## config.mk

```make
export PLATFORM = sky130hd
export DESIGN_NAME = rpn_stack_evaluator_top_flat
export DESIGN_NICKNAME = d
export VERILOG_FILES = /design/src/design/rse_pkg.sv /design/src/design/rse_req_if.sv /design/src/design/rse_rsp_if.sv /design/src/design/rpn_stack_evaluator_top.sv /design/src/design/rse_ram.sv /design/src/design/rse_dp.sv /design/src/design/rse_ctrl.sv /design/src/flat_wrapper.sv
export SDC_FILE = /design/constraint.sdc
export NUM_CORES = 2
export LEC_CHECK = 0
export BUFFER_PORTS_ARGS = -buffer_cell sky130_fd_sc_hd__buf_2
export CORE_MARGIN = 5
export CORE_UTILIZATION = 55
export CTS_CLUSTER_SIZE = 40
export DETAILED_ROUTE_END_ITERATION = 16
export MAX_ROUTING_LAYER = met4
export PLACE_DENSITY = 0.71
export SYNTH_ARGS = -nofsm -noshare
export SYNTH_HDL_FRONTEND = slang
export SYNTH_SLANG_ARGS = --single-unit
```

## constraint.sdc

```tcl
create_clock -name clock -period 18.7 [get_ports clock]
set_input_delay 3.74 -clock clock [delete_from_list [all_inputs] [get_ports clock]]
set_output_delay 3.74 -clock clock [all_outputs]
set_load 0.02 [all_outputs]
```

## src/design/rse_pkg.sv

```systemverilog
// Shared types, codes and saturation helpers for the reverse Polish evaluator.
// No dependencies; every file but rse_ram and the assertion header uses it.
package rse_pkg;

   localparam int DATA_W   = 32;
   localparam int FUNC_W   = 3;
   localparam int STATUS_W = 2;

   // token kinds
   typedef enum logic [FUNC_W-1:0] {
      FN_PUSH = 3'd0,
      FN_ADD  = 3'd1,
      FN_SUB  = 3'd2,
      FN_MUL  = 3'd3,
      FN_DIV  = 3'd4
   } func_type;

   // result status codes
   typedef enum logic [STATUS_W-1:0] {
      ST_OK        = 2'd0,
      ST_UNDERFLOW = 2'd1,
      ST_OVERFLOW  = 2'd2,
      ST_DIVZERO   = 2'd3
   } status_type;

   // controller states
   typedef enum logic [2:0] {
      S_IDLE,
      S_DECODE,
      S_OPER,
      S_MULWB,
      S_DIV,
      S_DIVWB,
      S_END
   } state_type;

   // controller to datapath commands
   typedef struct packed {
      logic       capture;
      logic       push;
      logic       err_valid;
      status_type err_code;
      logic       read_left;
      logic       operate;
      logic       mul_wb;
      logic       div_step;
      logic       div_wb;
      logic       emit;
   } dp_cmd_type;

   // datapath to controller status
   typedef struct packed {
      func_type func;
      logic     last;
      logic     stack_full;
      logic     two_ok;
      logic     right_zero;
      logic     div_done;
   } dp_sts_type;

   // magnitude of a signed word; the most negative value maps to 2^31
   function automatic logic [DATA_W-1:0] mag_of(input logic [DATA_W-1:0] x);
      logic [DATA_W-1:0] m;
      m = x[DATA_W-1] ? (~x + 1'b1) : x;
      return m;
   endfunction

   // apply sign to a magnitude and clamp to the signed word range
   function automatic logic [DATA_W-1:0] sat_signed(input logic neg, input logic big,
                                                    input logic [DATA_W-2:0] low);
      logic [DATA_W-1:0] r;
      if (big) begin
         r = neg ? {1'b1, {(DATA_W-1){1'b0}}} : {1'b0, {(DATA_W-1){1'b1}}};
      end else begin
         r = neg ? (~{1'b0, low} + 1'b1) : {1'b0, low};
      end
      return r;
   endfunction

   // clamp a sum that carries one guard bit
   function automatic logic [DATA_W-1:0] sat_add(input logic [DATA_W:0] s);
      logic [DATA_W-1:0] r;
      if (s[DATA_W] != s[DATA_W-1]) begin
         r = s[DATA_W] ? {1'b1, {(DATA_W-1){1'b0}}} : {1'b0, {(DATA_W-1){1'b1}}};
      end else begin
         r = s[DATA_W-1:0];
      end
      return r;
   endfunction

endpackage

```

## src/design/rse_req_if.sv

```systemverilog
// Token channel of the reverse Polish evaluator: valid, ready and token payload.
// Depends on rse_pkg for field widths.
interface rse_req_if;
   import rse_pkg::*;

   logic                     valid;
   logic                     ready;
   logic [FUNC_W-1:0]        func;
   logic signed [DATA_W-1:0] operand_value;
   logic                     end_of_expression;

   modport source (output valid, output func, output operand_value,
                   output end_of_expression, input ready);
   modport sink   (input valid, input func, input operand_value,
                   input end_of_expression, output ready);
   modport mon    (input valid, input ready, input func, input operand_value,
                   input end_of_expression);
endinterface

```

## src/design/rse_rsp_if.sv

```systemverilog
// Result channel of the reverse Polish evaluator: valid, ready and result payload.
// Depends on rse_pkg for field widths.
interface rse_rsp_if;
   import rse_pkg::*;

   logic                     valid;
   logic                     ready;
   logic signed [DATA_W-1:0] final_value;
   logic [STATUS_W-1:0]      status;

   modport source (output valid, output final_value, output status, input ready);
   modport sink   (input valid, input final_value, input status, output ready);
   modport mon    (input valid, input ready, input final_value, input status);
endinterface

```

## src/design/rpn_stack_evaluator_top.sv

```systemverilog
// Reverse Polish expression evaluator on a Q16.16 operand stack.
// Channels: req_ch takes one token per transfer (func, operand_value,
// end_of_expression); rsp_ch gives one result (final_value, status) for
// each token marked end_of_expression. Both use valid/ready; a transfer
// happens on a rising edge with both high.
// Tokens are handled one at a time through IDLE, DECODE and END; add and
// subtract also pass OPER, multiply OPER and MULWB (one 32x32 multiply
// then a saturation stage), divide OPER, DIV (the one-bit-per-cycle
// restoring divider) and DIVWB unless the divisor is zero. An operator with
// too few operands skips to END. The last token's END loads the result.
// Results saturate to the signed 32-bit range; the first error of an
// expression is reported in status and the stack empties after the result.
// Reset (synchronous, active high) empties the stack, clears the error and
// drops any pending result. The stack contents need no clearing.
// A stalled receiver holds the result; further tokens are still taken
// until another final token needs the result register, which then waits.
// Depends on rse_pkg, rse_req_if, rse_rsp_if, rse_ram, rse_dp, rse_ctrl.
module rpn_stack_evaluator_top #(
   parameter int STACK_DEPTH = 16,
   parameter int FRAC_BITS   = 16
) (
   input logic      clock,
   input logic      reset,
   rse_req_if.sink  req_ch,
   rse_rsp_if.source rsp_ch
);
   import rse_pkg::*;

   localparam int AW = $clog2(STACK_DEPTH);

   dp_cmd_type        cmd;
   dp_sts_type        sts;
   logic              ram_wr_en;
   logic [AW-1:0]     ram_wr_addr;
   logic [DATA_W-1:0] ram_wr_data;
   logic              ram_rd_en;
   logic [AW-1:0]     ram_rd_addr;
   logic [DATA_W-1:0] ram_rd_data;

   // sequencing
   rse_ctrl u_ctrl (
      .clock     (clock),
      .reset     (reset),
      .req_valid (req_ch.valid),
      .req_ready (req_ch.ready),
      .rsp_valid (rsp_ch.valid),
      .rsp_ready (rsp_ch.ready),
      .sts       (sts),
      .cmd       (cmd)
   );

   // arithmetic, stack top and result register
   rse_dp #(
      .STACK_DEPTH (STACK_DEPTH),
      .FRAC_BITS   (FRAC_BITS)
   ) u_dp (
      .clock                 (clock),
      .reset                 (reset),
      .cmd                   (cmd),
      .sts                   (sts),
      .req_func              (req_ch.func),
      .req_operand_value     (req_ch.operand_value),
      .req_end_of_expression (req_ch.end_of_expression),
      .rsp_final_value       (rsp_ch.final_value),
      .rsp_status            (rsp_ch.status),
      .ram_wr_en             (ram_wr_en),
      .ram_wr_addr           (ram_wr_addr),
      .ram_wr_data           (ram_wr_data),
      .ram_rd_en             (ram_rd_en),
      .ram_rd_addr           (ram_rd_addr),
      .ram_rd_data           (ram_rd_data)
   );

   // stack entries below the top
   rse_ram #(
      .WIDTH (DATA_W),
      .DEPTH (STACK_DEPTH)
   ) u_stack (
      .clock   (clock),
      .wr_en   (ram_wr_en),
      .wr_addr (ram_wr_addr),
      .wr_data (ram_wr_data),
      .rd_en   (ram_rd_en),
      .rd_addr (ram_rd_addr),
      .rd_data (ram_rd_data)
   );
endmodule

```

## src/design/rse_ram.sv

```systemverilog
// Generic single write port, single read port RAM with registered read data.
// No dependencies.
module rse_ram #(
   parameter int WIDTH = 32,
   parameter int DEPTH = 16
) (
   input  logic                     clock,
   input  logic                     wr_en,
   input  logic [$clog2(DEPTH)-1:0] wr_addr,
   input  logic [WIDTH-1:0]         wr_data,
   input  logic                     rd_en,
   input  logic [$clog2(DEPTH)-1:0] rd_addr,
   output logic [WIDTH-1:0]         rd_data
);
   logic [WIDTH-1:0] mem_ff [DEPTH];
   logic [WIDTH-1:0] rd_data_ff;

   // write, then register the read word
   always_ff @(posedge clock) begin
      if (wr_en) begin
         mem_ff[wr_addr] <= wr_data;
      end
      if (rd_en) begin
         rd_data_ff <= mem_ff[rd_addr];
      end
   end

   assign rd_data = rd_data_ff;
endmodule

```

## src/design/rse_dp.sv

```systemverilog
// Datapath of the reverse Polish evaluator: token register, stack top, count,
// error latch, add/sub, multiplier, restoring divider and result register.
// Depends on rse_pkg; the stack below the top lives in an external rse_ram.
module rse_dp #(
   parameter int STACK_DEPTH = 16,
   parameter int FRAC_BITS   = 16
) (
   input  logic                                clock,
   input  logic                                reset,
   input  rse_pkg::dp_cmd_type                 cmd,
   output rse_pkg::dp_sts_type                 sts,
   input  logic [rse_pkg::FUNC_W-1:0]          req_func,
   input  logic signed [rse_pkg::DATA_W-1:0]   req_operand_value,
   input  logic                                req_end_of_expression,
   output logic signed [rse_pkg::DATA_W-1:0]   rsp_final_value,
   output logic [rse_pkg::STATUS_W-1:0]        rsp_status,
   output logic                                ram_wr_en,
   output logic [$clog2(STACK_DEPTH)-1:0]      ram_wr_addr,
   output logic [rse_pkg::DATA_W-1:0]          ram_wr_data,
   output logic                                ram_rd_en,
   output logic [$clog2(STACK_DEPTH)-1:0]      ram_rd_addr,
   input  logic [rse_pkg::DATA_W-1:0]          ram_rd_data
);
   import rse_pkg::*;

   localparam int AW = $clog2(STACK_DEPTH);
   localparam int CW = $clog2(STACK_DEPTH + 1);
   localparam int DW = DATA_W + FRAC_BITS;
   localparam int KW = $clog2(DW + 1);
   localparam int PW = 2 * DATA_W;

   func_type          func_ff,  func_in;
   logic [DATA_W-1:0] value_ff, value_in;
   logic              last_ff,  last_in;
   logic [DATA_W-1:0] top_ff,   top_in;
   logic [CW-1:0]     count_ff, count_in;
   status_type        err_ff,   err_in;
   logic              neg_ff,   neg_in;
   logic [PW-1:0]     prod_ff,  prod_in;
   logic [DATA_W-1:0] rem_ff,   rem_in;
   logic [DW-1:0]     quo_ff,   quo_in;
   logic [DATA_W-1:0] dvs_ff,   dvs_in;
   logic [KW-1:0]     step_ff,  step_in;
   logic [DATA_W-1:0] fval_ff,  fval_in;
   status_type        fstat_ff, fstat_in;

   logic [DATA_W-1:0] left;
   logic [DATA_W-1:0] mag_l;
   logic [DATA_W-1:0] mag_r;
   logic [DATA_W:0]   sum_ext;
   logic [DATA_W:0]   dif_ext;
   logic [PW-1:0]     prod_full;
   logic [PW-1:0]     prod_shift;
   logic [DATA_W-1:0] mul_res;
   logic [DATA_W:0]   trial;
   logic [DATA_W:0]   trial_sub;
   logic              trial_ge;
   logic [DATA_W-1:0] div_res;
   logic [CW-1:0]     cnt_m1;
   logic [CW-1:0]     cnt_m2;

   // operands: left from the RAM, right is the held stack top
   assign left      = ram_rd_data;
   assign mag_l     = mag_of(left);
   assign mag_r     = mag_of(top_ff);
   assign sum_ext   = {left[DATA_W-1], left} + {top_ff[DATA_W-1], top_ff};
   assign dif_ext   = {left[DATA_W-1], left} - {top_ff[DATA_W-1], top_ff};
   assign prod_full = {{DATA_W{1'b0}}, mag_l} * {{DATA_W{1'b0}}, mag_r};

   // scale and clamp the registered product
   assign prod_shift = prod_ff >> FRAC_BITS;
   assign mul_res    = sat_signed(neg_ff, |prod_shift[PW-1:DATA_W-1],
                                  prod_shift[DATA_W-2:0]);

   // one restoring divide step: shift in the next dividend bit, try subtract
   assign trial     = {rem_ff, quo_ff[DW-1]};
   assign trial_sub = trial - {1'b0, dvs_ff};
   assign trial_ge  = (trial >= {1'b0, dvs_ff});
   assign div_res   = sat_signed(neg_ff, |quo_ff[DW-1:DATA_W-1], quo_ff[DATA_W-2:0]);

   assign cnt_m1 = count_ff - CW'(1);
   assign cnt_m2 = count_ff - CW'(2);

   // stack below the top: old top moves down on push, left operand read on op
   assign ram_wr_en   = cmd.push && (count_ff != '0);
   assign ram_wr_addr = cnt_m1[AW-1:0];
   assign ram_wr_data = top_ff;
   assign ram_rd_en   = cmd.read_left;
   assign ram_rd_addr = cnt_m2[AW-1:0];

   // next register values
   always_comb begin
      func_in  = func_ff;
      value_in = value_ff;
      last_in  = last_ff;
      top_in   = top_ff;
      count_in = count_ff;
      err_in   = err_ff;
      neg_in   = neg_ff;
      prod_in  = prod_ff;
      rem_in   = rem_ff;
      quo_in   = quo_ff;
      dvs_in   = dvs_ff;
      step_in  = step_ff;
      fval_in  = fval_ff;
      fstat_in = fstat_ff;

      if (cmd.capture) begin
         func_in  = func_type'(req_func);
         value_in = req_operand_value;
         last_in  = req_end_of_expression;
      end

      if (cmd.push) begin
         top_in   = value_ff;
         count_in = count_ff + CW'(1);
      end

      if (cmd.operate) begin
         neg_in = left[DATA_W-1] ^ top_ff[DATA_W-1];
         case (func_ff)
            FN_ADD: begin
               top_in   = sat_add(sum_ext);
               count_in = cnt_m1;
            end
            FN_SUB: begin
               top_in   = sat_add(dif_ext);
               count_in = cnt_m1;
            end
            FN_MUL: begin
               prod_in = prod_full;
            end
            FN_DIV: begin
               if (top_ff == '0) begin
                  top_in   = '0;
                  count_in = cnt_m1;
               end else begin
                  rem_in  = '0;
                  quo_in  = DW'(mag_l) << FRAC_BITS;
                  dvs_in  = mag_r;
                  step_in = KW'(DW);
               end
            end
            default: begin
            end
         endcase
      end

      if (cmd.div_step) begin
         rem_in  = trial_ge ? trial_sub[DATA_W-1:0] : trial[DATA_W-1:0];
         quo_in  = {quo_ff[DW-2:0], trial_ge};
         step_in = step_ff - KW'(1);
      end

      if (cmd.mul_wb) begin
         top_in   = mul_res;
         count_in = cnt_m1;
      end

      if (cmd.div_wb) begin
         top_in   = div_res;
         count_in = cnt_m1;
      end

      // keep only the first error of the expression
      if (cmd.err_valid && (err_ff == ST_OK)) begin
         err_in = cmd.err_code;
      end

      // load the result and empty the stack for the next expression
      if (cmd.emit) begin
         fval_in  = (count_ff != '0) ? top_ff : '0;
         fstat_in = ((count_ff == '0) && (err_ff == ST_OK)) ? ST_UNDERFLOW : err_ff;
         count_in = '0;
         err_in   = ST_OK;
      end
   end

   // registers; count, error and step counter are control state
   always_ff @(posedge clock) begin
      if (reset) begin
         count_ff <= '0;
         err_ff   <= ST_OK;
         step_ff  <= '0;
      end else begin
         count_ff <= count_in;
         err_ff   <= err_in;
         step_ff  <= step_in;
      end
      func_ff  <= func_in;
      value_ff <= value_in;
      last_ff  <= last_in;
      top_ff   <= top_in;
      neg_ff   <= neg_in;
      prod_ff  <= prod_in;
      rem_ff   <= rem_in;
      quo_ff   <= quo_in;
      dvs_ff   <= dvs_in;
      fval_ff  <= fval_in;
      fstat_ff <= fstat_in;
   end

   // status back to the controller
   assign sts.func       = func_ff;
   assign sts.last       = last_ff;
   assign sts.stack_full = (count_ff == CW'(STACK_DEPTH));
   assign sts.two_ok     = (count_ff >= CW'(2));
   assign sts.right_zero = (top_ff == '0);
   assign sts.div_done   = (step_ff == KW'(1));

   assign rsp_final_value = fval_ff;
   assign rsp_status      = fstat_ff;
endmodule

```

## src/design/rse_ctrl.sv

```systemverilog
// Controller of the reverse Polish evaluator: token sequencing state machine
// and result valid flag. Depends on rse_pkg; drives rse_dp by command struct.
module rse_ctrl (
   input  logic                clock,
   input  logic                reset,
   input  logic                req_valid,
   output logic                req_ready,
   output logic                rsp_valid,
   input  logic                rsp_ready,
   input  rse_pkg::dp_sts_type sts,
   output rse_pkg::dp_cmd_type cmd
);
   import rse_pkg::*;

   state_type state_ff, state_in;
   logic      rsp_valid_ff, rsp_valid_in;
   logic      out_free;

   // the result register can take a value if empty or drained this cycle
   assign out_free = !rsp_valid_ff || rsp_ready;

   // next state
   always_comb begin
      state_in = state_ff;
      case (state_ff)
         S_IDLE: begin
            if (req_valid) begin
               state_in = S_DECODE;
            end
         end
         S_DECODE: begin
            case (sts.func)
               FN_ADD, FN_SUB, FN_MUL, FN_DIV: begin
                  state_in = sts.two_ok ? S_OPER : S_END;
               end
               default: begin
                  state_in = S_END;
               end
            endcase
         end
         S_OPER: begin
            if (sts.func == FN_MUL) begin
               state_in = S_MULWB;
            end else if ((sts.func == FN_DIV) && !sts.right_zero) begin
               state_in = S_DIV;
            end else begin
               state_in = S_END;
            end
         end
         S_MULWB: begin
            state_in = S_END;
         end
         S_DIV: begin
            if (sts.div_done) begin
               state_in = S_DIVWB;
            end
         end
         S_DIVWB: begin
            state_in = S_END;
         end
         S_END: begin
            if (!sts.last || out_free) begin
               state_in = S_IDLE;
            end
         end
         default: begin
            state_in = S_IDLE;
         end
      endcase
   end

   // commands to the datapath
   always_comb begin
      cmd       = '0;
      req_ready = 1'b0;
      case (state_ff)
         S_IDLE: begin
            req_ready   = 1'b1;
            cmd.capture = req_valid;
         end
         S_DECODE: begin
            case (sts.func)
               FN_PUSH: begin
                  if (sts.stack_full) begin
                     cmd.err_valid = 1'b1;
                     cmd.err_code  = ST_OVERFLOW;
                  end else begin
                     cmd.push = 1'b1;
                  end
               end
               FN_ADD, FN_SUB, FN_MUL, FN_DIV: begin
                  if (sts.two_ok) begin
                     cmd.read_left = 1'b1;
                  end else begin
                     cmd.err_valid = 1'b1;
                     cmd.err_code  = ST_UNDERFLOW;
                  end
               end
               default: begin
               end
            endcase
         end
         S_OPER: begin
            cmd.operate = 1'b1;
            if ((sts.func == FN_DIV) && sts.right_zero) begin
               cmd.err_valid = 1'b1;
               cmd.err_code  = ST_DIVZERO;
            end
         end
         S_MULWB: begin
            cmd.mul_wb = 1'b1;
         end
         S_DIV: begin
            cmd.div_step = 1'b1;
         end
         S_DIVWB: begin
            cmd.div_wb = 1'b1;
         end
         S_END: begin
            cmd.emit = sts.last && out_free;
         end
         default: begin
         end
      endcase
   end

   // hold the result valid until the transfer completes
   assign rsp_valid_in = cmd.emit || (rsp_valid_ff && !rsp_ready);

   always_ff @(posedge clock) begin
      if (reset) begin
         state_ff     <= S_IDLE;
         rsp_valid_ff <= 1'b0;
      end else begin
         state_ff     <= state_in;
         rsp_valid_ff <= rsp_valid_in;
      end
   end

   assign rsp_valid = rsp_valid_ff;
endmodule

```

## src/flat_wrapper.sv

```systemverilog
// flat-port wrapper written by rule: the top's interface ports become plain ports
module rpn_stack_evaluator_top_flat import rse_pkg::*;
#(
   parameter int STACK_DEPTH = 16,
   parameter int FRAC_BITS   = 16
)
  (clock, reset, req_ch_valid, req_ch_func, req_ch_operand_value, req_ch_end_of_expression, req_ch_ready, rsp_ch_valid, rsp_ch_final_value, rsp_ch_status, rsp_ch_ready);
  rse_req_if req_ch_i ();
  rse_rsp_if rsp_ch_i ();
  input logic clock;
  input logic reset;
  input wire logic [$bits(req_ch_i.valid)-1:0] req_ch_valid;
  input wire logic [$bits(req_ch_i.func)-1:0] req_ch_func;
  input wire logic [$bits(req_ch_i.operand_value)-1:0] req_ch_operand_value;
  input wire logic [$bits(req_ch_i.end_of_expression)-1:0] req_ch_end_of_expression;
  output wire logic [$bits(req_ch_i.ready)-1:0] req_ch_ready;
  output wire logic [$bits(rsp_ch_i.valid)-1:0] rsp_ch_valid;
  output wire logic [$bits(rsp_ch_i.final_value)-1:0] rsp_ch_final_value;
  output wire logic [$bits(rsp_ch_i.status)-1:0] rsp_ch_status;
  input wire logic [$bits(rsp_ch_i.ready)-1:0] rsp_ch_ready;
  assign req_ch_i.valid = req_ch_valid;
  assign req_ch_i.func = req_ch_func;
  assign req_ch_i.operand_value = req_ch_operand_value;
  assign req_ch_i.end_of_expression = req_ch_end_of_expression;
  assign req_ch_ready = req_ch_i.ready;
  assign rsp_ch_valid = rsp_ch_i.valid;
  assign rsp_ch_final_value = rsp_ch_i.final_value;
  assign rsp_ch_status = rsp_ch_i.status;
  assign rsp_ch_i.ready = rsp_ch_ready;
  rpn_stack_evaluator_top #(.STACK_DEPTH(STACK_DEPTH), .FRAC_BITS(FRAC_BITS)) u_core (.clock(clock), .reset(reset), .req_ch(req_ch_i), .rsp_ch(rsp_ch_i));
endmodule
```

==> run_results.csv <==
group,metric,value,unit
run_status,outcome,"complete, no violations",
sta,clock_skew,57.1,ps
clock_tree,cts.sinks,824,
grt,grt_pass1_vias,55200,
floorplan,rows,132,
clock_tree,cts_max_level,3,
detailed_routing,dr.pass1.iters,14,
detailed_routing,wl_per_cell,28.5,um
sta,max_freq,0.0804,GHz
clock_tree,ctsHoldBuffers,0,
detailed_routing,routed-via-count,53300,
synth,ys_seq_area_share,34.0,%
synth,netlist_instances,6610,
synth,syn_avg_cell_area,10.8,um^2
placed_design,pre_cts_slack,6600,ps
cells_and_area,drive_gt1_share,9.92,%
grt,grt.total_usage,36.7,%
critical_path,critical-path-top-delay-family,"adder cells",
grt,antenna_found_initial,14,
floorplan,die_w,370,um
critical_path,crit_type,"register to register",
floorplan,core,129000,um^2
critical_path,slowest_delay,720,ps
clock_tree,clock_latency,740,ps
critical_path,slowest_stage,"or4_1",
sta,max_slew_margin,15.0,%
synth,synth_nets,7919,
critical_path,cp_num_buf_inv,3,
sta,min_period_over_period,66.5,%
floorplan,initial_core_util,55.2,%
floorplan,die_h,370,um
detailed_routing,vias_per_cell,6.30,
detailed_routing,wl,241,mm
critical_path,start_kind,"register",
synth,yosys_warnings,0,
floorplan,die_area,137000,um^2
sta,hold_viol,0,
synth,synth_cell_types,82,
synth,synthArstFlopShare,0,%
sta,timing.final.ws_setup,6270,ps
critical_path,cp_common_cell,"fa_1",
grt,grt_max_degree,106,
sta,setup_viol,0,
synth,ys_ff_latch,824,
detailed_routing,remaining_drc_errors,0,
placed_design,place_hpwl,168,mm
floorplan,io-pin-count,76,
clock_tree,post_cts_resized,0,
cells_and_area,final_util,60.2,%
clock_tree,cts_setup_buffers,0,
run,maxCapViolCount,0,
clock_tree,cts_buffer_depth,3,
cells_and_area,area.growth.synth_to_final,9.03,%
sta,slew_viol_final,0,
clock_tree,clock-root-buffer,"clkbuf_16",
clock_tree,clkTransAtPathRegs,70,ps
grt,grt_pass1_wl,358,mm
worst_hold_path,hp-class,"register to register",
placed_design,port_buffers,75,
detailed_routing,ant_nets,0,
placed_design,gp_congestion,1.04,
synth,netlist_area,71400,um^2
clock_tree,numCtsBuffers,85,
detailed_routing,drtIter0Drc,6929,
sta,rsz0062_at_grt,"false",
cells_and_area,final_cell_mix,"inv_1 (1023), fa_1 (898), nor2_1 (848), edfxtp_1 (775), nand2_1 (606)",
sta,tightest_slew,1270,ps
critical_path,worstPathRequired,19260,ps
critical_path,crit_fanout,25,
synth,synth_enable_flop_cells,775,
sta,holdWs,491,ps
sta,min_period,12430,ps
cells_and_area,nets,7938,
clock_tree,cts_tree,"built",
synth,synth_flop_cell,"edfxtp_1",
grt,overflow,0,
sta,fin_tns_setup,0,ps
critical_path,cp-end-kind,"register",
cells_and_area,mostFrequentLayoutCell,"inv_1",
critical_path,cp_data_arrival_time,12990,ps
per-layer routing:
metal	vias to the layer above	global-route usage, %	share of wire, %
met5	-	-	0
met2	3690	54.8	44
met3	950	10.0	12
li1	21900	-	-
met1	26700	45.6	36
met4	0	20.8	7.5
worst paths after layout:
check,to,startpoint,slack [ps],depth (start not counted)
max,u_core.u_dp.prod_ff[62],u_core.u_dp.ram_wr_data[5],6270,30
min,u_core.u_dp.err_ff[0],u_core.u_dp.err_ff[0],490,2
max reg2reg,u_core.u_dp.prod_ff[62],u_core.u_dp.ram_wr_data[5],6270,30
min reg2reg,u_core.u_dp.err_ff[0],u_core.u_dp.err_ff[0],490,2
synthesized netlist by cell type (6+ instances only):
| cell type | count | area share, % |
|---|---|---|
| or2_2 | 16 | 0.14 |
| o31ai_1 | 27 | 0.28 |
| nor2_1 | 868 | 4.6 |
| buf_1 | 18 | 0.095 |
| o21bai_1 | 26 | 0.27 |
| a22o_1 | 9 | 0.11 |
| xnor2_1 | 154 | 1.9 |
| clkinv_1 | 16 | 0.084 |
| edfxtp_1 | 775 | 33 |
| o211ai_1 | 20 | 0.21 |
| nand2b_1 | 32 | 0.28 |
| o221ai_1 | 9 | 0.11 |
| or3_1 | 31 | 0.27 |
| o22ai_1 | 38 | 0.33 |
| nand3_1 | 46 | 0.32 |
| fa_1 | 898 | 25 |
| a21oi_1 | 301 | 2.1 |
| mux2i_1 | 53 | 0.74 |
| dfxtp_1 | 49 | 1.4 |
| o311ai_0 | 6 | 0.074 |
| a221oi_1 | 11 | 0.13 |
| and3_1 | 31 | 0.27 |
| ha_1 | 371 | 6.5 |
| nor2b_1 | 41 | 0.36 |
| or4_1 | 18 | 0.19 |
| and2_1 | 18 | 0.16 |
| a21o_1 | 66 | 0.69 |
| a21boi_0 | 7 | 0.074 |
| a22oi_1 | 11 | 0.12 |
| nor3_1 | 61 | 0.43 |
| mux4_2 | 160 | 5.0 |
| inv_1 | 1024 | 5.4 |
| o31a_1 | 8 | 0.098 |
| a211oi_1 | 21 | 0.22 |
| a2111oi_0 | 7 | 0.086 |
| o41ai_1 | 12 | 0.15 |
| nand2_1 | 608 | 3.2 |
| o21ai_0 | 167 | 1.2 |
| clkbuf_1 | 288 | 1.5 |
| xor2_1 | 73 | 0.90 |
| a31oi_1 | 39 | 0.34 |
| nor4_1 | 30 | 0.26 |
| nand4_1 | 27 | 0.24 |
| o21a_1 | 22 | 0.23 |
per-stage QoR:
stage	cells	cell area, um^2
4_1_cts	8438	77800
6_report	8452	77900
2_1_floorplan	6610	71400
3_5_place_dp	8284	74900
5_1_grt	8447	77800
3_3_place_gp	8284	74900
state kept, by name, summed over array words and instances, names as in the netlist, 5 cells and up:
signal / cells
u_core.u_dp.dvs_ff: 32
u_core.u_dp.step_ff: 6
u_core.u_dp.rem_ff: 32
u_core.u_dp.quo_ff: 48
u_core.u_dp.value_ff: 32
u_core.u_dp.ram_wr_data: 32
u_core.u_stack.rd_data: 32
u_core.u_dp.rsp_final_value: 32
u_core.u_dp.count_ff: 5
u_core.u_dp.prod_ff: 48
u_core.u_stack.mem_ff: 512
logic make-up after synthesis:
logic type / synth area share (%)
AO/OA/AOI/OAI: 7.60
adder cells (fa/ha/maj): 31.7
multiplexers: 5.81
buffers and inverters: 7.12
AND/OR/NAND/NOR: 11.1
XOR/XNOR: 2.78
flip-flops: 34.0
final cells by class:
type                            count  area (um^2)
Timing Repair Buffer              243         1650
Inverter                         1042         3910
Multi-Input combinational cell   4433        42900
Antenna cell                       14         35.0
Clock inverter                     55          742
Tap cell                         1742         2180
Sequential cell                   824        24300
Clock buffer                       99         2180
Fill cell                       10400        51500
tightest hold or removal path: cells and delay by family, from the launching register on:
kind             cells  cell delay, ps
DFF                  1             340
and+or+nand+nor      2             120
Power is not shown: default switching activity piles up to over one toggle a cycle in this logic, so the estimate is an artifact.
